### config.mk
export PLATFORM = sky130hd
export DESIGN_NAME = pip_dp
export DESIGN_NICKNAME = d
export VERILOG_FILES = /design/src/rtl/pip_pkg.sv /design/src/rtl/pip_dp.sv
export SDC_FILE = /design/constraint.sdc
export NUM_CORES = 2
export LEC_CHECK = 0
export BUFFER_PORTS_ARGS = -buffer_cell sky130_fd_sc_hd__buf_4
export CAP_MARGIN = 20
export CORE_MARGIN = 2
export CORE_UTILIZATION = 53
export CTS_BUF_LIST = sky130_fd_sc_hd__clkbuf_4 sky130_fd_sc_hd__clkbuf_8 sky130_fd_sc_hd__clkbuf_16
export DETAILED_ROUTE_END_ITERATION = 8
export PLACE_DENSITY = 0.69
export SLEW_MARGIN = 10
export SYNTH_ARGS = -nofsm -noshare
export SYNTH_HDL_FRONTEND = slang
export SYNTH_SLANG_ARGS = --single-unit
### constraint.sdc
create_clock -name clock -period 10.2 [get_ports clock]
set_input_delay 0.51 -clock clock [delete_from_list [all_inputs] [get_ports clock]]
set_output_delay 0.51 -clock clock [all_outputs]
set_load 0.01 [all_outputs]
### src/rtl/pip_pkg.sv
// shared constants, codes and controller/datapath interface types for the point-in-polygon test
package pip_pkg;

   localparam int MAX_VERTICES = 128;
   localparam int COORD_BITS   = 12;

   localparam int FIELD_W      = 12;
   localparam int COUNT_W      = 8;
   localparam int MODE_W       = 2;
   localparam int REQ_DATA_W   = 24;
   localparam int RSP_DATA_W   = 16;

   localparam int IDX_BITS     = $clog2(MAX_VERTICES);
   localparam int CNT_BITS     = $clog2(MAX_VERTICES + 1);
   localparam int WALK_BITS    = $clog2(MAX_VERTICES + 2);
   localparam int DIFF_W       = COORD_BITS + 1;
   localparam int PROD_W       = 2 * DIFF_W;

   typedef enum logic [MODE_W-1:0] {
      MODE_CLEAR  = 2'd0,
      MODE_APPEND = 2'd1,
      MODE_TEST   = 2'd2,
      MODE_NOP    = 2'd3
   } mode_type;

   typedef struct packed {
      logic accept;
      logic clear;
      logic append;
      logic test_start;
      logic issue;
      logic load_rsp;
   } cmd_type;

   typedef struct packed {
      logic walk_done;
      logic pipe_busy;
   } status_type;

endpackage

### src/rtl/pip_dp.sv
// datapath: vertex memory, vertex count, pipelined edge crossing test and result register
module pip_dp (
   input  logic                                 clock,
   input  logic                                 reset,
   input  pip_pkg::cmd_type                     cmd,
   input  logic [pip_pkg::FIELD_W-1:0]          x_coord,
   input  logic [pip_pkg::FIELD_W-1:0]          y_coord,
   output pip_pkg::status_type                  status,
   output logic                                 inside_res,
   output logic [pip_pkg::COUNT_W-1:0]          vertex_count,
   output logic                                 store_full
);

   localparam int CB = pip_pkg::COORD_BITS;

   // vertex memory, y in the upper half
   logic [2*CB-1:0] vert_mem [pip_pkg::MAX_VERTICES];

   logic [pip_pkg::CNT_BITS-1:0]  count_ff;
   logic [pip_pkg::CNT_BITS-1:0]  cnt_dec;
   logic                          has_room;
   logic                          full_flag_ff;
   logic                          odd_ff;
   logic [CB-1:0]                 px_ff, py_ff;

   logic [pip_pkg::IDX_BITS-1:0]  rd_addr_ff;
   logic [pip_pkg::WALK_BITS-1:0] rd_left_ff;
   logic                          issue_first_ff;

   logic                          rd_vld_ff, rd_first_ff;
   logic [2*CB-1:0]               mem_q_ff;
   logic [2*CB-1:0]               prev_ff;

   logic                          e_vld_ff, strad_ff, dypos_ff;
   logic signed [pip_pkg::PROD_W-1:0] lhs_ff, rhs_ff;

   logic                          rsp_inside_ff, rsp_full_ff;
   logic [pip_pkg::COUNT_W-1:0]   rsp_count_ff;

   // edge terms: a is the current vertex, b the previous one
   logic [CB-1:0]                     xa_u, ya_u, xb_u, yb_u;
   logic signed [pip_pkg::DIFF_W-1:0] xa, ya, xb, yb, pxs, pys;
   logic signed [pip_pkg::DIFF_W-1:0] dy, dxe, dpy, dpx;
   logic signed [pip_pkg::PROD_W-1:0] lhs, rhs;
   logic                              strad, flip;

   assign cnt_dec  = count_ff - pip_pkg::CNT_BITS'(1);
   assign has_room = (count_ff < pip_pkg::CNT_BITS'(pip_pkg::MAX_VERTICES));

   // count, flags and walk bookkeeping
   always_ff @(posedge clock) begin
      if (reset) begin
         count_ff   <= '0;
         rd_left_ff <= '0;
      end else begin
         if (cmd.clear) begin
            count_ff <= '0;
         end else if (cmd.append && has_room) begin
            count_ff <= count_ff + pip_pkg::CNT_BITS'(1);
         end
         if (cmd.test_start) begin
            rd_left_ff <= (count_ff == '0) ? '0 :
               pip_pkg::WALK_BITS'(count_ff) + pip_pkg::WALK_BITS'(1);
         end else if (cmd.issue) begin
            rd_left_ff <= rd_left_ff - pip_pkg::WALK_BITS'(1);
         end
      end
   end

   always_ff @(posedge clock) begin
      if (cmd.accept) begin
         full_flag_ff <= cmd.append && !has_room;
         px_ff        <= x_coord[CB-1:0];
         py_ff        <= y_coord[CB-1:0];
      end
      if (cmd.test_start) begin
         rd_addr_ff     <= cnt_dec[pip_pkg::IDX_BITS-1:0];
         issue_first_ff <= 1'b1;
      end else if (cmd.issue) begin
         rd_addr_ff     <= issue_first_ff ? '0 : rd_addr_ff + pip_pkg::IDX_BITS'(1);
         issue_first_ff <= 1'b0;
      end
   end

   // memory write and registered read
   always_ff @(posedge clock) begin
      if (cmd.append && has_room) begin
         vert_mem[count_ff[pip_pkg::IDX_BITS-1:0]] <= {y_coord[CB-1:0], x_coord[CB-1:0]};
      end
      if (cmd.issue) begin
         mem_q_ff <= vert_mem[rd_addr_ff];
      end
   end

   // stage b: edge terms and products
   assign xa_u = mem_q_ff[CB-1:0];
   assign ya_u = mem_q_ff[2*CB-1:CB];
   assign xb_u = prev_ff[CB-1:0];
   assign yb_u = prev_ff[2*CB-1:CB];
   assign xa   = $signed({1'b0, xa_u});
   assign ya   = $signed({1'b0, ya_u});
   assign xb   = $signed({1'b0, xb_u});
   assign yb   = $signed({1'b0, yb_u});
   assign pxs  = $signed({1'b0, px_ff});
   assign pys  = $signed({1'b0, py_ff});
   assign dy   = yb - ya;
   assign dxe  = xb - xa;
   assign dpy  = pys - ya;
   assign dpx  = pxs - xa;
   assign lhs  = dpy * dxe;
   assign rhs  = dpx * dy;
   assign strad = ((ya_u < py_ff) && (yb_u >= py_ff)) || ((yb_u < py_ff) && (ya_u >= py_ff));

   always_ff @(posedge clock) begin
      if (reset) begin
         rd_vld_ff <= 1'b0;
         e_vld_ff  <= 1'b0;
      end else begin
         rd_vld_ff <= cmd.issue;
         e_vld_ff  <= rd_vld_ff && !rd_first_ff;
      end
   end

   always_ff @(posedge clock) begin
      if (cmd.issue) begin
         rd_first_ff <= issue_first_ff;
      end
      if (rd_vld_ff) begin
         prev_ff  <= mem_q_ff;
         strad_ff <= strad;
         dypos_ff <= (yb > ya);
         lhs_ff   <= lhs;
         rhs_ff   <= rhs;
      end
   end

   // stage c: crossing compare, sense set by the sign of the y span
   assign flip = strad_ff && (dypos_ff ? (lhs_ff < rhs_ff) : (lhs_ff > rhs_ff));

   always_ff @(posedge clock) begin
      if (cmd.accept) begin
         odd_ff <= 1'b0;
      end else if (e_vld_ff && flip) begin
         odd_ff <= ~odd_ff;
      end
   end

   // result register
   always_ff @(posedge clock) begin
      if (cmd.load_rsp) begin
         rsp_inside_ff <= odd_ff;
         rsp_count_ff  <= pip_pkg::COUNT_W'(count_ff);
         rsp_full_ff   <= full_flag_ff;
      end
   end

   assign status.walk_done = (rd_left_ff == '0);
   assign status.pipe_busy = rd_vld_ff || e_vld_ff;
   assign inside_res       = rsp_inside_ff;
   assign vertex_count     = rsp_count_ff;
   assign store_full       = rsp_full_ff;

endmodule

* Yosys cells after proc, flatten, opt, wreduce, memory -nomap -nowiden
Memory sizes are Yosys's and may differ from the RTL's. A register that Yosys moved wholly into a read port is not among the register bits.
Index checks and enable logic that the tools add are counted.
Widths: inputs -> output; s select.
** Storage, ports and cells
- Flip-flop bits (word level) :: 141
- Memory bits (writable) :: 3072
- Bits of input ports :: 32
- Output and inout bits :: 12
- Word-level logic and storage cells :: 63
- Memories :: 1
** Operators by class
- $add $sub $neg :: 8
- $mul :: 2
- Magnitude comparators :: 8
- Mux-type cells :: 9
- Bitwise logic cells :: 1
- Reductions and logical operators :: 15
** Memories
- vert_mem :: words 128, bits a word 24, read ports 1, clocked after memory_dff 1, write ports 1, RTL line pip_dp.sv:17 : logic [2*CB-1:0] vert_mem [pip_pkg::MAX_VERTICES];
** Operators with widths (count)
- $mul 13x13->26 :: 2
- $sub 12x12->13 :: 4
- $gt 26x26->1 :: 1
- $lt 26x26->1 :: 1
- $ge 12x12->1 :: 2
- $lt 12x12->1 :: 2
- $mux 8 :: 3
- $mux 7 :: 3
- $logic_not 8->1 :: 2
- $gt 12x12->1 :: 1
- $add 8x1->8 const B :: 1
- $lt 8x8->1 const B :: 1
- $sub 8x1->8 const B :: 1
- $add 7x1->7 const B :: 1
- $logic_and 1x1->1 :: 7
- $sub 7x1->7 const B :: 1
- $mux 1 :: 3
- $logic_not 1->1 :: 2
- $logic_or 1x1->1 :: 2
- $reduce_bool 2->1 :: 1
- $reduce_or 2->1 :: 1
- $not 1->1 :: 1

* Depth between registers and ports, before layout
- Depth after elaboration :: 4
- Gate-level depth with buffers :: 31
- Gate-level depth less buffers :: 29

* Worst setup path before layout
No wires, ideal clock.
- Path type :: register to register
- Start point :: register mem_q_ff[0] (read register of vert_mem)
- End point :: register rhs_ff[19] (netlist name), data pin
- Arrival time :: 6876 ps
- Data required time :: 9939 ps
- Slack :: 3063 ps
- Stages on the path, launching flop included :: 26
- Path through :: edfxtp_1 ha_1 fa_1 nor2b_1 o21ai_1 a21boi_1 o21ai_1 nand2_1 xor2_1 nand2_1 fa_1 inv_1 fa_1 fa_1 inv_1 fa_1 fa_1 inv_1 ha_1 ha_1 a21o_1 a2111oi_2 o21ai_0 a31oi_1 nor3_1 a311o_1
** On the way
- Word-level cells in the longest chain between the ends :: 2
** Ends and longest elaborated chain
- start, declared :: RTL line pip_dp.sv:31 : logic [2*CB-1:0] mem_q_ff;
- $sub 12x12->13 :: RTL line pip_dp.sv:109 : assign dpx = pxs - xa;
- $mul 13x13->26 :: RTL line pip_dp.sv:111 : assign rhs = dpx * dy;
- named net rhs, one bit :: RTL line pip_dp.sv:44 : logic signed [pip_pkg::PROD_W-1:0] lhs, rhs;
- end signal, assigned :: RTL line pip_dp.sv:133 : rhs_ff <= rhs;
- end, declared :: RTL line pip_dp.sv:35 : logic signed [pip_pkg::PROD_W-1:0] lhs_ff, rhs_ff;
The timed path passes the listed nets, and every way through them passes these cells.
A chain may end at the register's enable or synchronous reset.

* Worst setup path after layout
Same ends and word-level chain as after synthesis.

==> summary.md <==
| Metric | Value |
|---|---|
| Status | finished, final reports clean |
| Post-synthesis cell area | 139,000 µm² |
| Wire per inst | about 31 µm |
| Initial antenna violation count | 21 |
| Startpoint Class | flip-flop |
| Crit path from | mem_q_ff[0] |
| Synth warn | 0 |
| PortBufs | 43 |
| Worst-margin pin slew | 1230 ps |
| Number of synthesized flops with an enable pin | 3,217 |
| Die Wd | 516 µm |
| GP Congestion | 0.882 |
| Worst-path fanout max | 9 |
| Initial core utilization | 0.534 |
| Worst Path Required | 10,840 ps |
| RR Startpoint | mem_q_ff[0] |
| Total CTS buffers | 327 |
| CP Buf/Inv Count | 5 |
| Register bit total from synthesis | roughly 3,200 |
| Fin. Hold Viols | 0 |
| Grt peak-use layer | met2 |
| R2r setup slk | 2240 ps |
| TritonCTS clock tree | done |
| Crit path DAT | 8600 ps |
| Number of global-route vias before repair | 69,900 |
| I/O Pins | 44 |
| Fin nets | 7,772 |
| Worst Hold Depth | 1 |
| Commonest non-fill, non-tap cell in the layout | edfxtp_1 |
| Crit path time final | 7960 ps |
| First-pass GRT wire length | a little under 500 mm |
| Post-DP HPWL | 202 mm |
| Die Area | 266,000 µm² |
| Worst Skew | 72.2 ps |
| Die Y | 516 µm |
| Worst skew pair latency | about 950 ps |
| Total core area | 260,000 µm² |
| Mapped Cells | 6,912 |
| Overall routing resource usage | 0.260 |
| Critical path's top delay family | adder cells |
| Met1 Use GR | 0.364 |
| Post-CTS setup buffer count | 0 |
| CP Capture Type | flip-flop |
| Slew headroom | 0.174 |
| Max-cap violations | 0 |
| R2R depth | 28 |
| Post-DP Area | approximately 140,000 µm² |
| Most frequent cells in the layout | 3,217 x edfxtp_1, 912 x mux4_2, 439 x inv_1 |
| Final Cycle Share | 0.780 |
| CTS sink cnt | 3,237 |
| End of the worst register-to-register path | rhs_ff[19] |
| Largest net degree at the start of global routing | 123 |
| Worst hold slack | approximately 58 ps |
| Clock transition at path regs | 60 ps |
| Post-DRT Antenna Nets | 0 |
| Syn Nets | approximately 7,500 |
| M2 GR Usage | 0.420 |
| Share of layout cells above drive strength 1 | 0.248 |
| Type of the worst setup path | reg2reg |
| Max Clk Rate | 0.126 GHz |
| Vias per cell | 6.30 |
| # hold bufs at CTS | 3 |
| Synth Area per Inst | 20.1 µm² |
| Drt pass-1 iters | 8 |
| Setup TNS | 0 ps |
| Final Setup Violations | 0 |
| H-tree lvl count | 5 |
| Hold Startpoint | y_coord[6] |
| Met3 GRT Util | 0.0392 |
| Final Instance Area | about 160,000 µm² |
| DRC viols | 0 |
| Global route overflow | 0 |
| Dominant synthesized flop cell | edfxtp_1 |
| Post-cts sizing count | 0 |
| RSZ-0062 raised after global routing | false |
| Dpl ws | 2140 ps |
| Fin worst setup slack | 2240 ps |
| Distinct cells, synth | 70 |
| Worst Hold Class | in2reg |
| Crit-path max cell delay | 600 ps |
| Register area share after synthesis | 0.699 |
| Slew Viols, Final | 0 |
| Min-Delay Endpoint | vert_mem[122][18] |
| Clock Tree Root | clkbuf_16 |
| Max Root-Sink Buffers | 4 |
| Routed vias | 69,000 |
| Synthesis-to-layout area growth | 11.7% |
| Fillers | 18,300 |
| Synth async-reset ratio | 0 |
| Critical Path Slowest Stage Cell | xor2_1 |
| Initial DRC Count | around 8,400 |
| Routed wire length | 343 mm |
| FP Rows | roughly 190 |
-- metrics by stage --
stage,std cells,util
floorplan,6912,-
global placement,10300,0.555
detailed placement,10300,0.555
CTS,10900,0.596
global route,11000,0.596
finish,11000,0.596
-- cell usage after synthesis, types with 48 or more instances --
| master | count | area [µm²] |
|---|---|---|
| inv_1 | 439 | 1650 |
| a221oi_1 | 49 | 429 |
| nand3_1 | 70 | 350 |
| buf_1 | 55 | 206 |
| clkbuf_1 | 148 | 556 |
| buf_2 | 71 | 355 |
| edfxtp_1 | 3217 | 96600 |
| o21ai_0 | 100 | 500 |
| a22oi_1 | 48 | 360 |
| nand4_1 | 48 | 300 |
| nor2_1 | 294 | 1100 |
| mux4_2 | 912 | 20500 |
| a21oi_1 | 74 | 370 |
| ha_1 | 225 | 2820 |
| nor3_1 | 54 | 270 |
| fa_1 | 329 | 6590 |
| xnor2_1 | 75 | 657 |
| mux2i_1 | 102 | 1020 |
| nand2_1 | 164 | 616 |
-- how the worst max path moves through the flow --
| stage | endpoint | cells after the start |
|---|---|---|
| 2_1_floorplan | rhs_ff[19] | 25 |
| 3_3_place_gp | rhs_ff[19] | 28 |
| 3_5_place_dp | lhs_ff[22] | 26 |
| 4_1_cts | lhs_ff[22] | 26 |
| 5_1_grt | rhs_ff[24] | 27 |
| 6_report | rhs_ff[19] | 28 |
-- logic make-up after synthesis --
family,synth area share
flip-flops,0.699
multiplexers,0.155
AND/OR/NAND/NOR,0.0271
buffers and inverters,0.0223
adder cells (fa/ha/maj),0.0678
AO/OA/AOI/OAI,0.0210
XOR/XNOR,0.00726
-- sequential cells by signal (all words and copies together) (netlist names), 8 cells and up --
signal and flops:
px_ff 12, prev_ff 24, lhs_ff 26, mem_q_ff 24
rd_left_ff 8, vertex_count 8, py_ff 12, count_ff 8
rhs_ff 26, vert_mem 3072
-- cell type report --
type / count / area, µm² / area share
flip-flops and latches: 3237 / 97000 / 0.626
multi-input cells: 2919 / 39200 / 0.253
clock buffers: 407 / 8900 / 0.0574
well taps: 3496 / 4370 / 0.0282
repair buffers: 259 / 2230 / 0.0144
clock inverters: 190 / 1670 / 0.0108
inverters: 442 / 1660 / 0.0107
diodes: 6 / 15.0 / 0.0000968
-- per-layer routing --
metal | share of wire | wire, µm | vias up
met1 | 0.39 | 136000 | 37000
met2 | 0.49 | 168000 | 3133
li1 | - | - | 28300
met4 | 0.036 | 12400 | 20
met5 | 0.00067 | 230 | -
met3 | 0.079 | 27100 | 582
Power is left out: the tool's default activity adds up to more than one toggle a clock period on the data nets, which glitch-free logic cannot reach.
